[src/hdl/ctpp_pkg.sv]
// Shared types and constants for the camera tracking packet parser.
// Used by every module of the parser; depends on nothing else.
`timescale 1ns / 1ps

package ctpp_pkg;

    localparam int PACKET_BYTES_DEF = 29;
    localparam int CHECK_POS_DEF    = 27;

    localparam logic [7:0] MSG_TYPE_RESET = 8'hD1;
    localparam logic [7:0] CHECK_SEED     = 8'h40;
    localparam logic [7:0] COUNT_MAX      = 8'hFF;
    localparam logic [7:0] IRIS_MIN_DIRECT = 8'd7;

    localparam int POS_TYPE  = 0;
    localparam int POS_PAN   = 2;
    localparam int POS_TILT  = 5;
    localparam int POS_ROLL  = 8;
    localparam int POS_X     = 11;
    localparam int POS_Y     = 14;
    localparam int POS_Z     = 17;
    localparam int POS_ZOOM  = 20;
    localparam int POS_FOCUS = 23;
    localparam int POS_IRIS  = 26;

    typedef enum logic [1:0] {
        STATUS_OK        = 2'd0,
        STATUS_BAD_LEN   = 2'd1,
        STATUS_BAD_TYPE  = 2'd2,
        STATUS_BAD_CHECK = 2'd3
    } status_t;

    // Running state after the current word has been counted in.
    typedef struct packed {
        logic [7:0] count_new;
        logic [7:0] check_new;
    } track_t;

    // Listed from the highest bits down; status sits in the lowest bits.
    typedef struct packed {
        logic [7:0]         aperture_tenths;
        logic [7:0]         iris_raw;
        logic [22:0]        focus_distance;
        logic [22:0]        focal_length;
        logic signed [23:0] pos_z;
        logic signed [23:0] pos_y;
        logic signed [23:0] pos_x;
        logic signed [23:0] roll;
        logic signed [23:0] tilt;
        logic signed [23:0] pan;
        status_t            status;
    } result_t;

    localparam int RESULT_W = $bits(result_t);

endpackage

[src/hdl/ctpp_frame_store.sv]
// Byte counter, running checksum and datagram byte store of the parser.
// Presents the datagram with the current word merged in. Depends on ctpp_pkg.
`timescale 1ns / 1ps

module ctpp_frame_store
    import ctpp_pkg::*;
#(
    parameter int PACKET_BYTES = PACKET_BYTES_DEF,
    parameter int CHECK_POS    = CHECK_POS_DEF
) (
    input  logic       aclk,
    input  logic       aresetn,
    input  logic       advance,
    input  logic [7:0] data_byte,
    input  logic       first_byte,
    input  logic       last_byte,
    output logic [7:0] frame [PACKET_BYTES],
    output track_t     track
);

    localparam int IDX_W = $clog2(PACKET_BYTES);

    logic [7:0] count_reg;
    logic [7:0] check_reg;
    logic [7:0] store_reg [PACKET_BYTES];
    logic [7:0] count_base;
    logic [7:0] check_base;

    assign count_base = first_byte ? 8'd0 : count_reg;
    assign check_base = first_byte ? CHECK_SEED : check_reg;

    always_comb begin
        track.count_new = (count_base == COUNT_MAX) ? COUNT_MAX : count_base + 8'd1;
        track.check_new = (count_base < 8'(CHECK_POS)) ? check_base - data_byte : check_base;
        for (int i = 0; i < PACKET_BYTES; i++) begin
            frame[i] = (count_base == 8'(i)) ? data_byte : store_reg[i];
        end
    end

    always_ff @(posedge aclk) begin
        if (!aresetn) begin
            count_reg <= 8'd0;
            check_reg <= CHECK_SEED;
        end else if (advance) begin
            if (last_byte) begin
                count_reg <= 8'd0;
                check_reg <= CHECK_SEED;
            end else begin
                count_reg <= track.count_new;
                check_reg <= track.check_new;
            end
        end
    end

    always_ff @(posedge aclk) begin
        if (advance && (count_base < 8'(PACKET_BYTES))) begin
            store_reg[count_base[IDX_W-1:0]] <= data_byte;
        end
    end

endmodule

[src/hdl/ctpp_decode.sv]
// Checks length, type and checksum of a finished datagram and decodes its fields.
// Purely combinational; depends on ctpp_pkg.
`timescale 1ns / 1ps

module ctpp_decode
    import ctpp_pkg::*;
#(
    parameter int PACKET_BYTES = PACKET_BYTES_DEF,
    parameter int CHECK_POS    = CHECK_POS_DEF
) (
    input  logic [7:0] frame [PACKET_BYTES],
    input  track_t     track,
    input  logic [7:0] message_type,
    output result_t    result
);

    logic        check_ok;
    logic [23:0] zoom_raw;
    logic [23:0] focus_raw;
    logic [7:0]  iris;

    generate
        if (CHECK_POS < PACKET_BYTES) begin : g_check
            assign check_ok = (frame[CHECK_POS] == track.check_new);
        end else begin : g_no_check
            assign check_ok = 1'b0;
        end
    endgenerate

    assign zoom_raw  = {frame[POS_ZOOM], frame[POS_ZOOM+1], frame[POS_ZOOM+2]};
    assign focus_raw = {frame[POS_FOCUS], frame[POS_FOCUS+1], frame[POS_FOCUS+2]};
    assign iris      = frame[POS_IRIS];

    always_comb begin
        result = '0;
        if (track.count_new != 8'(PACKET_BYTES)) begin
            result.status = STATUS_BAD_LEN;
        end else if (frame[POS_TYPE] != message_type) begin
            result.status = STATUS_BAD_TYPE;
        end else if (!check_ok) begin
            result.status = STATUS_BAD_CHECK;
        end else begin
            result.status         = STATUS_OK;
            result.pan            = {frame[POS_PAN], frame[POS_PAN+1], frame[POS_PAN+2]};
            result.tilt           = {frame[POS_TILT], frame[POS_TILT+1], frame[POS_TILT+2]};
            result.roll           = {frame[POS_ROLL], frame[POS_ROLL+1], frame[POS_ROLL+2]};
            result.pos_x          = {frame[POS_X], frame[POS_X+1], frame[POS_X+2]};
            result.pos_y          = {frame[POS_Y], frame[POS_Y+1], frame[POS_Y+2]};
            result.pos_z          = {frame[POS_Z], frame[POS_Z+1], frame[POS_Z+2]};
            result.focal_length   = zoom_raw[23] ? 23'd0 : zoom_raw[22:0];
            result.focus_distance = focus_raw[23] ? 23'd0 : focus_raw[22:0];
            result.iris_raw       = iris;
            result.aperture_tenths = (iris >= IRIS_MIN_DIRECT) ? iris
                                                                : (iris << 3) + (iris << 1);
        end
    end

endmodule

[src/hdl/camera_tracking_packet_parser.sv]
// Camera tracking packet parser: one datagram byte per word in, one result word per datagram.
// The last byte passes the input register; its result word is then registered at the output.
// Throughput: one input word per cycle unless the input stage stalls, set by the single input
// register stage. It stalls only when a finished result still waits in the output register.
// Synchronous active-low reset clears the counter and valid flags, seeds the checksum and
// sets the message type to its reset value. Depends on ctpp_pkg, ctpp_frame_store and ctpp_decode.
`timescale 1ns / 1ps

module camera_tracking_packet_parser
    import ctpp_pkg::*;
#(
    parameter int PACKET_BYTES = PACKET_BYTES_DEF,
    parameter int CHECK_POS    = CHECK_POS_DEF
) (
    input  logic                aclk,
    input  logic                aresetn,
    input  logic                cfg_wr_en,
    input  logic [7:0]          cfg_wr_data,
    input  logic                s_tvalid,
    output logic                s_tready,
    input  logic [7:0]          s_tdata,   // data_byte
    input  logic                s_tuser,   // first_byte
    input  logic                s_tlast,   // last_byte
    output logic                m_tvalid,
    input  logic                m_tready,
    // status, pan, tilt, roll, pos_x, pos_y, pos_z, focal_length, focus_distance,
    // iris_raw, aperture_tenths
    output logic [RESULT_W-1:0] m_tdata
);

    logic          in_valid_reg;
    logic [7:0]    in_byte_reg;
    logic          in_first_reg;
    logic          in_last_reg;
    logic [7:0]    msg_type_reg;
    logic          out_valid_reg;
    result_t       out_data_reg;
    logic          advance;
    logic [7:0]    frame [PACKET_BYTES];
    track_t        track;
    result_t       result;

    assign advance  = in_valid_reg && (!in_last_reg || !out_valid_reg || m_tready);
    assign s_tready = !in_valid_reg || advance;
    assign m_tvalid = out_valid_reg;
    assign m_tdata  = out_data_reg;

    always_ff @(posedge aclk) begin
        if (!aresetn) begin
            msg_type_reg <= MSG_TYPE_RESET;
        end else if (cfg_wr_en) begin
            msg_type_reg <= cfg_wr_data;
        end
    end

    always_ff @(posedge aclk) begin
        if (!aresetn) begin
            in_valid_reg <= 1'b0;
        end else if (s_tready) begin
            in_valid_reg <= s_tvalid;
        end
    end

    always_ff @(posedge aclk) begin
        if (s_tready && s_tvalid) begin
            in_byte_reg  <= s_tdata;
            in_first_reg <= s_tuser;
            in_last_reg  <= s_tlast;
        end
    end

    ctpp_frame_store #(
        .PACKET_BYTES (PACKET_BYTES),
        .CHECK_POS    (CHECK_POS)
    ) u_store (
        .aclk       (aclk),
        .aresetn    (aresetn),
        .advance    (advance),
        .data_byte  (in_byte_reg),
        .first_byte (in_first_reg),
        .last_byte  (in_last_reg),
        .frame      (frame),
        .track      (track)
    );

    ctpp_decode #(
        .PACKET_BYTES (PACKET_BYTES),
        .CHECK_POS    (CHECK_POS)
    ) u_decode (
        .frame        (frame),
        .track        (track),
        .message_type (msg_type_reg),
        .result       (result)
    );

    always_ff @(posedge aclk) begin
        if (!aresetn) begin
            out_valid_reg <= 1'b0;
        end else if (advance && in_last_reg) begin
            out_valid_reg <= 1'b1;
        end else if (m_tready) begin
            out_valid_reg <= 1'b0;
        end
    end

    always_ff @(posedge aclk) begin
        if (advance && in_last_reg) begin
            out_data_reg <= result;
        end
    end

endmodule

[config.mk]
export PLATFORM = sky130hd
export DESIGN_NAME = camera_tracking_packet_parser
export DESIGN_NICKNAME = d
export VERILOG_FILES = /design/src/hdl/ctpp_pkg.sv /design/src/hdl/ctpp_frame_store.sv /design/src/hdl/ctpp_decode.sv /design/src/hdl/camera_tracking_packet_parser.sv
export SDC_FILE = /design/constraint.sdc
export NUM_CORES = 1
export LEC_CHECK = 0
export ABC_CLOCK_PERIOD_IN_PS = 15950
export BUFFER_PORTS_ARGS = -buffer_cell sky130_fd_sc_hd__buf_2
export CAP_MARGIN = 5
export CORE_ASPECT_RATIO = 1.1
export CORE_MARGIN = 3
export CORE_UTILIZATION = 57
export DETAILED_ROUTE_END_ITERATION = 16
export PLACE_DENSITY = 0.78
export SYNTH_ARGS = -nofsm -noshare
export SYNTH_HDL_FRONTEND = slang
export SYNTH_SLANG_ARGS = --single-unit
[constraint.sdc]
create_clock -name aclk -period 15.95 [get_ports aclk]
set_input_delay 3.19 -clock aclk [delete_from_list [all_inputs] [get_ports aclk]]
set_output_delay 3.19 -clock aclk [all_outputs]
set_load 0.02 [all_outputs]
======== After elaboration in Yosys (flattened, before gate mapping) ========
Memory sizes are Yosys's and may differ from the RTL's. A register that Yosys moved wholly into a read port is not among the register bits.
Cells that the tools add are included.
word-level totals
  word-level logic and storage cells ...... 70
  memories kept ........................... 1
  register bits after elaboration ......... 100
  memory bits (writable) .................. 232
memory list
  name               depth  bits a word  read ports  clocked after Yosys merged registers in  wr ports  RTL line                source
  u_store.store_reg  29     8            27          22                                       1         ctpp_frame_store.sv:25  logic [7:0] store_reg [PACKET_BYTES];
cells by class
  equal/unequal tests ..................... 12
  bitwise gates (word level) .............. 1
  muxes and demuxes ....................... 22
  $lt $le $gt $ge ......................... 3
  reduce and logical (&&, ||, !) cells .... 15
  add/subtract/negate cells ............... 3
operators with widths
  kind                   number
  $mux W8                16
  $eq A8 B5 Y1 const B   8
  $lt A8 B5 Y1 const B   2
  $add A8 B1 Y8 const B  1
  $add A8 B8 Y8          1
  $eq A8 B8 Y1           1
  $eq A8 B8 Y1 const B   1
  $ge A8 B3 Y1 const B   1
  $logic_not A8 Y1       1
  $ne A8 B5 Y1 const B   1
  $ne A8 B8 Y1           1
  $reduce_or A4 Y1       2
  $sub A8 B8 Y8          1
  $logic_and A1 B1 Y1    4
  $mux W1                4
  $mux W2                2
  $logic_not A1 Y1       3
  $logic_or A1 B1 Y1     3
  $reduce_or A3 Y1       1
  $reduce_bool A2 Y1     1
  $not A1 Y1             1

======== Logic depth before layout (Yosys ltp) ========
  depth after elaboration ................. 7
  gate-level depth with buffers ........... 19
  gate-level depth less buffers ........... 15

======== Cells and area by module ========
A second synthesis with hierarchy kept.
unflattened totals
  cell total of the unflattened synthesis .. 1707
  area total of the unflattened synthesis .. 21597.0 um2
by module, submodules not included
  module                         seq. area each (um2)  times used  cells each  area an instance (um2)
  ctpp_frame_store               7287.0                1           946         11547.3
  camera_tracking_packet_parser  6746.5                1           256         6945.4
  ctpp_decode                    0.0                   1           505         3104.2

======== Worst setup path before layout ========
Ideal clock, no wire load.
  kind .................................... input -> register
  start point ............................. in m_tready
  end point ............................... reg out_data_reg (netlist bit m_tdata[0]), enable pin
  slack ................................... 2.858 ns
  library setup time ...................... 0.782 ns
  data required time ...................... 15.168 ns
  stages .................................. 5
  data arrival time ....................... 12.309 ns
  buffers on the path ..................... 1
  cells stage by stage .................... nor2b_1 > nand2_1 > nand2_1 > clkbuf_1 > nor2_1
on the way
  longest elaborated chain between the ends .. 3
RTL lines
  what                  RTL line                              source
  from (decl)           camera_tracking_packet_parser.sv:25   input logic m_tready,
  $logic_or A1 B1 Y1    camera_tracking_packet_parser.sv:43   assign advance = in_valid_reg && (!in_last_reg || !out_valid_reg || m_tready);
  $logic_and A1 B1 Y1   camera_tracking_packet_parser.sv:43
  $logic_and A1 B1 Y1   camera_tracking_packet_parser.sv:107  if (advance && in_last_reg) begin
  to (signal assigned)  camera_tracking_packet_parser.sv:108  out_data_reg <= result;
  to (decl)             camera_tracking_packet_parser.sv:37   result_t out_data_reg;
No other way between the ends.
A chain may end at the register's enable or synchronous reset.

======== Worst setup path after layout ========
  start point ............................. in m_tready
  end point ............................... out s_tready
on the way
  longest elaborated chain between the ends .. 3
RTL lines
  what                 RTL line                             source
  $logic_or A1 B1 Y1   camera_tracking_packet_parser.sv:43
  $logic_and A1 B1 Y1  camera_tracking_packet_parser.sv:43
  $logic_or A1 B1 Y1   camera_tracking_packet_parser.sv:44  assign s_tready = !in_valid_reg || advance;
  to (decl)            camera_tracking_packet_parser.sv:20  output logic s_tready,
No other way between the ends.

==> out/qor.log <==
[placed_design] last weighted congestion value of the routability-driven placer 0.892
[route] number of violations reported at the end of detailed-routing iteration 0 885
[die] Core Rows 67
[pwr] cell internal pwr 1.88 mW
[yosys] cell area after synthesis 17800 um2
[clocking] clock latency on the worst-skew pair 540 ps
[worst_setup_path] Required @ worst endpoint 12760 ps
[yosys] number of enable-type register cells in the synthesized netlist 434
[worst_setup_path] worst reg2reg path startpoint in_first_reg
[route] Vias per Instance 5.52
[layout] Core Util, Final 0.674
[route] top routing layer in use met4
[worst_setup_path] launching element type of the critical path input pin
[min_path] Hold Startpoint u_store.check_reg[6]
[yosys] number of distinct library cells after synthesis 67
[timing] unrepaired setup endpoints after global routing false
[timing] final critical-path share of the clock period 0.439
[clocking] total number of clock tree sinks 460
[pwr] switching pwr 462 uW
[global_route] first-pass GRT wire length 55100 um
[pwr] Seq pwr share 0.568
[clocking] quantity of gates resized following cts 0
[placed_design] HPWL after DPL 22400 um
[route] post-detailed-route DRC marker count 0
[route] via count 10.1k
[outcome] result of the run complete, no violations
[global_route] GRT Residual Overflow 0
[layout] layout overhead on the synthesized area 16.0%
[clocking] number of setup buffers added after CTS 0
[yosys] top cell type by total area after synthesis sky130_fd_sc_hd__edfxtp_1
[pwr] static power due to leakage 8.13 nW
[placed_design] Port Buf Inserts 232
[die] core footprint 30700 um2
[die] height of the die 191 um
[worst_setup_path] category of the most critical setup path in -> out
[yosys] Mapped Cells 1151
[yosys] count of warnings emitted by yosys 0
[timing] Final Hold Viols 0
[route] Routed WL per cell 19.9 um
[timing] setup TNS 0 ps
[pwr] Pwr Density 113 nW/um2
[route] total wire length after detailed routing 36500 um
[worst_setup_path] Crit. Startpoint m_tready
[clocking] number of hold buffers added after cts 0
[placed_design] worst setup timing slack at the placement stage 8950 ps
[worst_setup_path] data arrival at the endpoint of the critical path 3810 ps
[job] max-cap viol count 0
[yosys] mean instance size in the synthesized netlist 15.5 um2
[clocking] Root Buffer Master sky130_fd_sc_hd__clkbuf_16
[timing] pins over their slew limit 0
[layout] fin area 20700 um2
[timing] tightest slew margin relative to the limit 0.191
[min_path] worst hold path class reg -> reg
[layout] non-filler cells in the finished layout 1832
[yosys] number of synthesized register bits 460
[route] sum of met3 wire segment lengths after detailed routing 2300 um
[die] horizontal extent of the die 175 um
[yosys] Async SR Flop Fraction 0
[die] number of top-level design ports 233
[clocking] maximum root-to-sink buffer count 3
[placed_design] instance count after placement with tap cells included 1754
[route] met2 layer wire length in the routed design 18200 um
[placed_design] area post-placement 19400 um2
[clocking] CTS buffer count 43
[clocking] clock slew at reported path FFs 50 ps
[clocking] CTS tree done
[global_route] vias in the first global route 9738
[yosys] most numerous cell in the Yosys netlist sky130_fd_sc_hd__edfxtp_1
[global_route] all-layer global routing usage 0.214
[clocking] level count of the clock H-tree 2
[worst_setup_path] critical path fanouts, max 4
[pwr] clock group share of total power 0.402
[yosys] top cell type's share of synthesized area 0.731
[timing] clock skew 11.8 ps
[timing] slew at the pin closest to its max-slew limit 1210 ps
[layout] final layout net count 1425
[timing] final critical path time including I/O delays and setup 7000 ps
[worst_setup_path] R2R Setup Slk 10620 ps
[timing] Setup WS post-layout 8950 ps
[layout] max FFs per register 216
[timing] Hold Worst Slack 494 ps
[pwr] Power Total 2.34 mW
[pwr] worst vdd ir 0.0000929 V
[die] floorplan die area 33400 um2
[global_route] largest net degree at the start of global routing 207
[worst_setup_path] kind of end point of the critical path output port
[route] first-pass iteration count of the detailed router 5
[die] Initial Utilization 0.581
[route] met1 WL 15200 um
[yosys] flip-flop cell with the highest count after synthesis sky130_fd_sc_hd__edfxtp_1
[global_route] initial antenna violation count 0
[yosys] part of the Yosys area used for sequential elements 0.760
[yosys] commonest cells in the synthesized netlist 434 x sky130_fd_sc_hd__edfxtp_1, 148 x sky130_fd_sc_hd__and2_1, 64 x sky130_fd_sc_hd__nor2_1
[yosys] post-synth net total 1191
[yosys] top cells by area, synth sky130_fd_sc_hd__edfxtp_1 73%, sky130_fd_sc_hd__and2_1 5.2%, sky130_fd_sc_hd__dfxtp_1 2.9%, sky130_fd_sc_hd__and3_1 1.4%, sky130_fd_sc_hd__nor2_1 1.3%
[timing] number of setup violations in the final report 0
[pwr] switching portion of total power 0.197
[layout] ratio of cells with drive above 1 in the final layout 0.233
[layout] number of antenna cells inserted 0
[timing] top achievable clock speed 0.143 GHz
[pwr] proportion of power drawn by combinational gates 0.030
[route] number of antenna-violating nets in the routed design 0
[layout] number of fill cells 2088
==> final timing paths <==
check / end / cells after the start
max: s_tready / 4
min: u_store.check_reg[6] / 2
max reg2reg: m_tdata[157] / 13
min reg2reg: u_store.check_reg[6] / 2
==> kinds of logic (layout without fill, tap and decap cells) <==
family                   count (synthesis)  after routing  synth area share
multiplexers                            18             18            0.0101
AND/OR/NAND/NOR                        417            417             0.137
buffers and inverters                   86            353            0.0212
XOR/XNOR                                21             21            0.0107
AO/OA/AOI/OAI                          132            132            0.0479
flip-flops                             460            460             0.760
adder cells (fa/ha/maj)                 17             17            0.0128
==> cell type report <==
type | instances | area, um2 | share of cell area
inverter | 28 | 105 | 0.00508
tap | 414 | 518 | 0.0250
clock inverter | 20 | 133 | 0.00641
sequential | 460 | 13600 | 0.655
timing repair buffer | 247 | 1290 | 0.0622
clock buffer | 58 | 1170 | 0.0568
multi-input combinational | 605 | 3910 | 0.189
==> worst max-delay path: stages <==
cell	delay (ps)
sky130_fd_sc_hd__buf_2	100
sky130_fd_sc_hd__nor2b_1	220
sky130_fd_sc_hd__nand3_1	130
sky130_fd_sc_hd__buf_2	170
==> per-layer routing <==
metal | track usage | vias up
met4 | 0.0623 | 0
met5 | 0 | -
li1 | - | 4713
met1 | 0.292 | 4913
met2 | 0.368 | 411
met3 | 0.0282 | 67
==> placed cells by master, fill, tap and decap left out, types with 16 or more instances in the layout <==
cell / count
sky130_fd_sc_hd__mux2i_1: 18
sky130_fd_sc_hd__and3_1: 39
sky130_fd_sc_hd__inv_1: 28
sky130_fd_sc_hd__buf_2: 232
sky130_fd_sc_hd__nor3_2: 16
sky130_fd_sc_hd__o21ai_0: 17
sky130_fd_sc_hd__and2_1: 148
sky130_fd_sc_hd__nand3_1: 16
sky130_fd_sc_hd__edfxtp_1: 434
sky130_fd_sc_hd__nor3_1: 20
sky130_fd_sc_hd__clkbuf_16: 45
sky130_fd_sc_hd__nor2b_1: 24
sky130_fd_sc_hd__a21oi_1: 45
sky130_fd_sc_hd__nor2_1: 63
sky130_fd_sc_hd__dfxtp_1: 26
sky130_fd_sc_hd__nand2_1: 38
==> power by group through the flow <==
stage | clock, mW | combinational [mW] | sequential [mW]
2_1_floorplan | 0 | 0.0353 | 1.37
3_3_place_gp | 0 | 0.0691 | 1.35
3_5_place_dp | 0 | 0.0706 | 1.35
4_1_cts | 0.953 | 0.0708 | 1.33
5_1_grt | 1.00 | 0.0768 | 1.33
6_report | 0.940 | 0.0708 | 1.33
No activity file was read; power rests on OpenSTA's default activity.
